--- config.mk ---
export PLATFORM = sky130hd
export DESIGN_NAME = quadtree_corner_neighbors_core
export DESIGN_NICKNAME = d
export VERILOG_FILES = /design/src/rtl/qcn_pkg.sv /design/src/rtl/qcn_decode.sv /design/src/rtl/qcn_offset.sv /design/src/rtl/qcn_encode.sv /design/src/rtl/quadtree_corner_neighbors_core.sv
export SDC_FILE = /design/constraint.sdc
export NUM_CORES = 1
export LEC_CHECK = 0
export ABC_AREA = 1
export BUFFER_PORTS_ARGS = -buffer_cell sky130_fd_sc_hd__buf_2
export CORE_MARGIN = 5
export CORE_UTILIZATION = 50
export DETAILED_ROUTE_END_ITERATION = 16
export PLACE_DENSITY = 0.7
export SLEW_MARGIN = 20
export SYNTH_ARGS = -nofsm -noshare
export SYNTH_HDL_FRONTEND = slang
export SYNTH_HIERARCHICAL = 1
export SYNTH_SLANG_ARGS = --single-unit
--- constraint.sdc ---
create_clock -name clk -period 5.3 [get_ports clk]
set_input_delay 0.265 -clock clk [delete_from_list [all_inputs] [get_ports clk]]
set_output_delay 0.265 -clock clk [all_outputs]
set_load 0.05 [all_outputs]
--- src/rtl/qcn_pkg.sv ---
// Shared types, constants and helper functions for the quadtree corner neighbor pipeline.
package qcn_pkg;

	localparam int PATH_LEVELS = 16;
	localparam int PATH_W = 2 * PATH_LEVELS;
	localparam int LEN_W = 5;
	localparam int NUM_CELLS = 4;
	localparam int OFS_W = PATH_LEVELS + 2;

	// Corner code that lies diagonally opposite a quadrant digit, as an XOR distance.
	localparam logic [1:0] OPPOSITE_XOR = 2'd2;

	typedef logic [PATH_LEVELS-1:0] coord_t;

	// Per-axis step from the cell to result cell b, indexed [corner][b].
	localparam logic signed [1:0] DX_TABLE [4][4] = '{
		'{2'sd1, 2'sd0, 2'sd0, 2'sd1},
		'{2'sd0, -2'sd1, -2'sd1, 2'sd0},
		'{2'sd0, -2'sd1, -2'sd1, 2'sd0},
		'{2'sd1, 2'sd0, 2'sd0, 2'sd1}
	};
	localparam logic signed [1:0] DY_TABLE [4][4] = '{
		'{-2'sd1, -2'sd1, 2'sd0, 2'sd0},
		'{-2'sd1, -2'sd1, 2'sd0, 2'sd0},
		'{2'sd0, 2'sd0, 2'sd1, 2'sd1},
		'{2'sd0, 2'sd0, 2'sd1, 2'sd1}
	};

	// Bit l of the result is bit (len-1-l) of v; bits at or above len are zero.
	function automatic coord_t rev_shift(input coord_t v, input logic [LEN_W-1:0] len);
		coord_t rv;
		logic [LEN_W-1:0] sh;
		for (int i = 0; i < PATH_LEVELS; i++) begin
			rv[i] = v[PATH_LEVELS-1-i];
		end
		sh = LEN_W'(PATH_LEVELS) - len;
		return rv >> sh;
	endfunction

	typedef struct packed {
		logic sib;
		logic [1:0] corner;
		logic [LEN_W-1:0] len;
		logic [PATH_W-1:0] prefix;
		coord_t xr;
		coord_t yr;
	} dec_t;

	typedef struct packed {
		logic sib;
		logic [LEN_W-1:0] len;
		logic [PATH_W-1:0] prefix;
		coord_t [NUM_CELLS-1:0] nx;
		coord_t [NUM_CELLS-1:0] ny;
		logic [NUM_CELLS-1:0] ok;
	} off_t;

endpackage

--- src/rtl/qcn_decode.sv ---
// First stage: length clamp, sibling test and split of the path into x and y digit bits.
module qcn_decode
	import qcn_pkg::*;
#(
	parameter int MAX_LEVEL = 16
) (
	input  logic              clk,
	input  logic              en,
	input  logic [PATH_W-1:0] cell_path,
	input  logic [LEN_W-1:0]  path_length,
	input  logic [1:0]        corner,
	output dec_t              dec_s1
);

	localparam int LEN_LIM = (MAX_LEVEL < PATH_LEVELS) ? MAX_LEVEL : PATH_LEVELS;

	logic [LEN_W-1:0] len_eff;
	logic [LEN_W-2:0] last_lvl;
	logic [1:0]       last_digit;
	dec_t             dec_d;

	always_comb begin
		if (path_length == '0) begin
			len_eff = LEN_W'(1);
		end else if (path_length > LEN_W'(LEN_LIM)) begin
			len_eff = LEN_W'(LEN_LIM);
		end else begin
			len_eff = path_length;
		end
		last_lvl = (LEN_W-1)'(len_eff - LEN_W'(1));
		last_digit = 2'(cell_path >> {last_lvl, 1'b0});

		dec_d.sib = (corner ^ last_digit) == OPPOSITE_XOR;
		dec_d.corner = corner;
		dec_d.len = len_eff;
		for (int l = 0; l < PATH_LEVELS; l++) begin
			// A digit codes +x for 0 and 3, +y for 2 and 3.
			dec_d.xr[l] = (LEN_W'(l) < len_eff) & ~(cell_path[2*l] ^ cell_path[2*l+1]);
			dec_d.yr[l] = (LEN_W'(l) < len_eff) & cell_path[2*l+1];
			dec_d.prefix[2*l +: 2] = (LEN_W'(l) < len_eff - LEN_W'(1)) ?
				cell_path[2*l +: 2] : 2'b00;
		end
	end

	always_ff @(posedge clk) begin
		if (en) begin
			dec_s1 <= dec_d;
		end
	end

endmodule

--- src/rtl/qcn_offset.sv ---
// Second stage: integer coordinates, corner offsets and grid range check for the four cells.
module qcn_offset
	import qcn_pkg::*;
(
	input  logic clk,
	input  logic en,
	input  dec_t dec_s1,
	output off_t off_s2
);

	coord_t                  x;
	coord_t                  y;
	logic signed [OFS_W-1:0] nx_w [NUM_CELLS];
	logic signed [OFS_W-1:0] ny_w [NUM_CELLS];
	off_t                    off_d;

	always_comb begin
		x = rev_shift(dec_s1.xr, dec_s1.len);
		y = rev_shift(dec_s1.yr, dec_s1.len);
		off_d.sib = dec_s1.sib;
		off_d.len = dec_s1.len;
		off_d.prefix = dec_s1.prefix;
		for (int b = 0; b < NUM_CELLS; b++) begin
			nx_w[b] = $signed({2'b00, x}) + OFS_W'(DX_TABLE[dec_s1.corner][b]);
			ny_w[b] = $signed({2'b00, y}) + OFS_W'(DY_TABLE[dec_s1.corner][b]);
			off_d.nx[b] = nx_w[b][PATH_LEVELS-1:0];
			off_d.ny[b] = ny_w[b][PATH_LEVELS-1:0];
			// Inside the grid means 0 <= n < 2^len on both axes.
			off_d.ok[b] = !nx_w[b][OFS_W-1] && !ny_w[b][OFS_W-1]
				&& ((nx_w[b][OFS_W-2:0] >> dec_s1.len) == '0)
				&& ((ny_w[b][OFS_W-2:0] >> dec_s1.len) == '0);
		end
	end

	always_ff @(posedge clk) begin
		if (en) begin
			off_s2 <= off_d;
		end
	end

endmodule

--- src/rtl/qcn_encode.sv ---
// Third stage: re-encoding of the shifted coordinates, or sibling paths, into the output register.
module qcn_encode
	import qcn_pkg::*;
(
	input  logic                            clk,
	input  logic                            en,
	input  off_t                            off_s2,
	output logic [NUM_CELLS-1:0][PATH_W-1:0] path_s3,
	output logic [NUM_CELLS-1:0]            ok_s3
);

	coord_t                           xs [NUM_CELLS];
	coord_t                           ys [NUM_CELLS];
	logic [LEN_W-2:0]                 last_lvl;
	logic [NUM_CELLS-1:0][PATH_W-1:0] path_d;
	logic [NUM_CELLS-1:0]             ok_d;
	logic [NUM_CELLS-1:0][PATH_W-1:0] enc;

	always_comb begin
		last_lvl = (LEN_W-1)'(off_s2.len - LEN_W'(1));
		for (int b = 0; b < NUM_CELLS; b++) begin
			xs[b] = rev_shift(off_s2.nx[b], off_s2.len);
			ys[b] = rev_shift(off_s2.ny[b], off_s2.len);
			for (int l = 0; l < PATH_LEVELS; l++) begin
				enc[b][2*l +: 2] = (LEN_W'(l) < off_s2.len) ?
					{ys[b][l], ~(xs[b][l] ^ ys[b][l])} : 2'b00;
			end
			if (off_s2.sib) begin
				path_d[b] = off_s2.prefix | (PATH_W'(b) << {last_lvl, 1'b0});
				ok_d[b] = 1'b1;
			end else begin
				path_d[b] = off_s2.ok[b] ? enc[b] : '0;
				ok_d[b] = off_s2.ok[b];
			end
		end
	end

	always_ff @(posedge clk) begin
		if (en) begin
			path_s3 <= path_d;
			ok_s3 <= ok_d;
		end
	end

endmodule

--- src/rtl/quadtree_corner_neighbors_core.sv ---
// Top level of the quadtree corner neighbor pipeline: stage control and port mapping.
//
//   Channel   Direction   Handshake            Payload
//   in        into core   in_valid/in_stall    cell_path, path_length, corner
//   out       from core   out_valid/out_stall  neighbor_path_0..3, neighbor_valid_0..3
//
// With out_stall low, a query passes through the decode, offset and encode registers before
// its result is presented on the out channel, and a new query can be transferred in every cycle.
// While out_stall holds a presented result, the items behind it wait.
// The three stages are the decode, the coordinate offset with range check, and the re-encode
// into the output register; each stage holds one item together with its own valid bit.
// A stage advances when it is empty or the stage after it advances, so bubbles are squeezed
// out and in_stall rises only when all three stages hold items and out_stall is high.
// Reset clears the three valid bits only; the data registers are left unreset.
module quadtree_corner_neighbors_core
	import qcn_pkg::*;
#(
	parameter int MAX_LEVEL = 16
) (
	input  logic              clk,
	input  logic              arst_n,
	input  logic              in_valid,
	output logic              in_stall,
	input  logic [PATH_W-1:0] cell_path,
	input  logic [LEN_W-1:0]  path_length,
	input  logic [1:0]        corner,
	output logic              out_valid,
	input  logic              out_stall,
	output logic [PATH_W-1:0] neighbor_path_0,
	output logic [PATH_W-1:0] neighbor_path_1,
	output logic [PATH_W-1:0] neighbor_path_2,
	output logic [PATH_W-1:0] neighbor_path_3,
	output logic              neighbor_valid_0,
	output logic              neighbor_valid_1,
	output logic              neighbor_valid_2,
	output logic              neighbor_valid_3
);

	logic valid_s1;
	logic valid_s2;
	logic valid_s3;
	logic adv1;
	logic adv2;
	logic adv3;

	dec_t                             dec_s1;
	off_t                             off_s2;
	logic [NUM_CELLS-1:0][PATH_W-1:0] path_s3;
	logic [NUM_CELLS-1:0]             ok_s3;

	// A stage may load when it is empty or its current item moves on in the same cycle.
	assign adv3 = !valid_s3 || !out_stall;
	assign adv2 = !valid_s2 || adv3;
	assign adv1 = !valid_s1 || adv2;
	assign in_stall = !adv1;

	always_ff @(posedge clk or negedge arst_n) begin
		if (!arst_n) begin
			valid_s1 <= 1'b0;
			valid_s2 <= 1'b0;
			valid_s3 <= 1'b0;
		end else begin
			if (adv1) begin
				valid_s1 <= in_valid;
			end
			if (adv2) begin
				valid_s2 <= valid_s1;
			end
			if (adv3) begin
				valid_s3 <= valid_s2;
			end
		end
	end

	qcn_decode #(
		.MAX_LEVEL(MAX_LEVEL)
	) u_decode (
		.clk        (clk),
		.en         (adv1),
		.cell_path  (cell_path),
		.path_length(path_length),
		.corner     (corner),
		.dec_s1     (dec_s1)
	);

	qcn_offset u_offset (
		.clk   (clk),
		.en    (adv2),
		.dec_s1(dec_s1),
		.off_s2(off_s2)
	);

	qcn_encode u_encode (
		.clk    (clk),
		.en     (adv3),
		.off_s2 (off_s2),
		.path_s3(path_s3),
		.ok_s3  (ok_s3)
	);

	assign out_valid = valid_s3;
	assign neighbor_path_0 = path_s3[0];
	assign neighbor_path_1 = path_s3[1];
	assign neighbor_path_2 = path_s3[2];
	assign neighbor_path_3 = path_s3[3];
	assign neighbor_valid_0 = ok_s3[0];
	assign neighbor_valid_1 = ok_s3[1];
	assign neighbor_valid_2 = ok_s3[2];
	assign neighbor_valid_3 = ok_s3[3];

`ifndef NO_ASSERTIONS
	// The input side is held off only when every stage is occupied and the output is blocked.
	a_stall_only_full: assert property (@(posedge clk) disable iff (!arst_n)
		in_stall |-> (valid_s1 && valid_s2 && valid_s3 && out_stall))
		else $error("input stalled while the pipeline has room");

	// An input transfer always lands in the first stage.
	a_accept_lands: assert property (@(posedge clk) disable iff (!arst_n)
		(in_valid && !in_stall) |=> valid_s1)
		else $error("accepted query lost before the first stage");

	// A second-stage item moves into the output stage whenever the output stage is free.
	a_s2_advances: assert property (@(posedge clk) disable iff (!arst_n)
		(valid_s2 && (!valid_s3 || !out_stall)) |=> valid_s3)
		else $error("item lost between offset and encode stages");

	// A cell outside the grid must report a zero path.
	a_invalid_zero: assert property (@(posedge clk) disable iff (!arst_n)
		out_valid |-> ((neighbor_valid_0 || neighbor_path_0 == '0)
			&& (neighbor_valid_1 || neighbor_path_1 == '0)
			&& (neighbor_valid_2 || neighbor_path_2 == '0)
			&& (neighbor_valid_3 || neighbor_path_3 == '0)))
		else $error("invalid neighbor carries a nonzero path");
`endif

endmodule

==> run summary <==
* completed — outcome
* 60 ps — clock slew seen by the registers of the worst setup and hold paths
* 22 — highest net fanout along the worst path
* 2 — initial antenna violation count
* 24440 um2 — area of the mapped netlist
* flop — kind of start point of the critical path
* reg -> reg — critical path class
* 6 — Syn. warnings
* 81 — Core Rows
* 0 — remaining routing DRC violations
* 12.87 nW — static leakage power
* 177 — IO Pins
* 56 — number of distinct standard cells referenced by the synthesized netlist
* 1.070 — weighted congestion at the end of routability-driven global placement
* 4827 ps — time the worst path needs with I/O delays and setup
* 207.2 MHz — peak clock frequency supported by timing
* 94 — maximum number of pins on one net before global-route repair
* u_decode/dec_s1[65] — origin of the worst setup path
* sky130_fd_sc_hd__edfxtp_1 — most used flip-flop cell after synthesis
* 35 — CTS Buf Count
* 4280 — final instance count without filler cells
* sky130_fd_sc_hd__clkbuf_16 — root buf cell
* 4213 — Placed Instances
* 21370 — number of global-route vias before repair
* flop — type of destination of the critical path
* 8.621% — signed area change from the synthesized netlist to the final layout
* 27.62% — Slew headroom
* 3724 — NumNets Final
* no — unrepaired setup endpoints after global routing
* 0 — Hold Vio Cnt, Final
* 131.0 mm — wire length of the first global-routing pass
* 0 — count of pins over their slew limit
* 48650 um2 — core region area
* 10.39% — share of layout cells above drive strength 1
* 313 — Clock Sink Count
* 34.25 ps — worst slack on hold paths
* u_decode/dec_s1[65] — FF-to-FF Start
* 6.808 um2 — Avg Synthesized Cell Area
* 0 — total of endpoints with negative setup slack in the final report
* sky130_fd_sc_hd__edfxtp_1 — Synth area leader
* 38.09% — share of Yosys cell area claimed by the top area cell type
* 5260 ps — data arrival time of the critical path
* 6 — detailed-routing iteration count for the pre-antenna-repair pass
* 790 ps — Largest stage delay, worst path
* 313 — flip-flop and latch count after synthesis
* 54.57% — Final Util
* 310 — number of flops mapped to enable cells by yosys
* 24515 — via count
* u_offset/off_s2[2] — destination of the critical timing path
* 53400 um2 — die area
* 0 ps — Setup Total Neg Slack
* 15.10 ps — Post-Route Skew
* 0.2356 mV — Max VDD drop
* 50.24% — initial cell density of the core
* 88.95 mm — final WL
* 1084 ps — transition at the pin with the smallest max-transition slack
* done — TritonCTS clock tree
* 2 — maximum level of the CTS H-tree
* 4850 — fill cell count
* 231.1 um — vertical die dimension
* 0 — grt total ovfl
* 38.40% — part of the Yosys area used for sequential elements
* 3590 — cell count after synthesis
* 20.78 um — average wire length per cell after detail routing
* 32.06% — Global Route Usage Sum
* 3294 — initial drt markers
* 91.08% — fraction of the cycle the final worst path needs
* 3681 — Mapped Nets
* 0.9585% — post-synthesis async set-or-reset flop share
* 470 ps — worst reg-to-reg setup slack
* sky130_fd_sc_hd__xnor2_2 — Worst path slowest cell
* 5730 ps — required time reported for the critical path endpoint
* 0 — Maximum Capacitance Violations
* 5.728 — per-cell via count in the routed design
* 69.63 mm — half-perimeter wire length after placement
* 481.5 nW/um2 — PD cells
* 570 ps — Worst-Skew Late Latency
* in -> async — Hold WC Path Type
* 3 — clk buf depth
* 0 — ANT nets after route
* sky130_fd_sc_hd__edfxtp_1, sky130_fd_sc_hd__nand2_1, sky130_fd_sc_hd__nand3_1 — most area-consuming cells after synthesis
* u_offset/off_s2[2] — Worst R2R End
* sky130_fd_sc_hd__nand2_1 — Most Frequent Cell on Critical Path
* 28 — depth of the most critical reg-to-reg path
* 231.1 um — horizontal die dimension
* 176 — PortBufs
[synth_stat cells, drive strengths merged, types with 2 or more instances]
library cell / number
nand2: 1455
nand3: 634
edfxtp: 310
inv: 282
nor2: 251
buf: 167
o21ai: 137
a21oi: 57
clkbuf: 53
nor3: 50
ha: 46
nand4: 30
xor2: 24
o211ai: 13
o31ai: 11
or2: 9
and2: 8
a31oi: 7
nand3b: 6
xnor2: 6
clkinv: 5
a211oi: 3
dfrtp: 3
mux2i: 3
o21a: 3
o21bai: 3
o22ai: 3
a221oi: 2
fa: 2
nor4: 2
[what timing repair did]
action | CTS | global route
endpoints found under the hold margin | 7 | 0
buffers inserted | 0 | 0
gates resized for setup | 0 | 1
endpoints found under the setup margin | 0 | 3
hold buffers | 5 | 0
[per-layer routing]
| layer | share of wire (%) | wire length, um | global-route usage [%] |
|---|---|---|---|
| met4 | 5.8 | 5187 | 15.04 |
| met2 | 44 | 39360 | 49.39 |
| met3 | 8.7 | 7701 | 5.378 |
| met5 | 0 | 0 | 0 |
| met1 | 41 | 36710 | 44.44 |
[cell type report]
class                           count  area (um2)  area share, %
Clock inverter                     18       220.2         0.8295
Multi-Input combinational cell   2770       12830          48.35
Timing Repair Buffer              226        1319          4.968
Clock buffer                       43       925.9          3.488
Tap cell                          622       778.2          2.932
Antenna cell                        1       2.502       0.009426
Inverter                          287        1082          4.077
Sequential cell                   313        9384          35.35
[kinds of logic after synthesis]
family | after synthesis | share of synthesized area [%]
fa+ha+maj | 48 | 2.519
compound gates | 244 | 5.575
flops | 313 | 38.40
mux | 3 | 0.1229
buf+inv | 507 | 9.440
simple gates | 2445 | 42.78
xor+xnor | 30 | 1.167
[where the power goes]
part | leakage, nW | internal (mW) | switching, mW | total, mW
Combinational | 9.04 | 1.65 | 4.84 | 6.49
Sequential | 3.28 | 3.42 | 0.453 | 3.87
Clock | 0.550 | 1.41 | 1.01 | 2.42
Total | 12.9 | 6.48 | 6.31 | 12.8
[layout by cell type (no fill, tap or decap), types with 6 or more instances in the layout]
cell,count
sky130_fd_sc_hd__nand2_1,1421
sky130_fd_sc_hd__nand3_1,628
sky130_fd_sc_hd__edfxtp_1,310
sky130_fd_sc_hd__inv_1,267
sky130_fd_sc_hd__nor2_1,223
sky130_fd_sc_hd__buf_2,176
sky130_fd_sc_hd__o21ai_0,122
sky130_fd_sc_hd__a21oi_1,53
sky130_fd_sc_hd__nor3_1,48
sky130_fd_sc_hd__ha_1,45
sky130_fd_sc_hd__buf_4,41
sky130_fd_sc_hd__clkbuf_16,35
sky130_fd_sc_hd__nand2_2,30
sky130_fd_sc_hd__nand4_1,29
sky130_fd_sc_hd__xor2_1,21
sky130_fd_sc_hd__nor2_2,18
sky130_fd_sc_hd__o21ai_1,13
sky130_fd_sc_hd__o211ai_1,13
sky130_fd_sc_hd__inv_2,12
sky130_fd_sc_hd__o31ai_1,11
sky130_fd_sc_hd__nor2_4,9
sky130_fd_sc_hd__clkinv_1,8
sky130_fd_sc_hd__or2_2,8
sky130_fd_sc_hd__and2_1,8
sky130_fd_sc_hd__a31oi_1,7
sky130_fd_sc_hd__clkbuf_1,6
sky130_fd_sc_hd__nand3b_1,6
[worst min path at each step]
stage | start | to | slack, ps | depth (start not counted)
after floorplan | arst_n | out_valid | -30 | 0
after global placement | arst_n | out_valid | 70 | 1
after detailed placement | arst_n | out_valid | 60 | 1
after CTS | cell_path[3] | u_decode/dec_s1[35] | 10 | 3
after global routing | arst_n | out_valid | 30 | 2
final | arst_n | out_valid | 30 | 2
[per-stage QoR]
step	setup WS [ps]	area, um2	total power, mW
final	472.8	26550	12.78
after global routing	8.081	26540	13.51
after CTS	486.8	26540	12.65
after detailed placement	504.2	25350	10.22
after global placement	587.4	25350	10.22
after floorplan	468.9	24440	8.444
[state kept, by name, summed over array words and instances (netlist names)]
register          count
u_encode/ok_s3        4
out_valid             1
u_decode/dec_s1      72
valid_s1              1
valid_s2              1
u_offset/off_s2     106
u_encode/path_s3    128
[critical path, delay by kind of cell, from the launching register on]
family	cells	cell delay [ps]
compound gates	2	580
xor+xnor	2	970
fa+ha+maj	2	540
buf+inv	2	410
flops	1	350
simple gates	20	1850
Note: power is estimated with default switching activity, not from simulation.
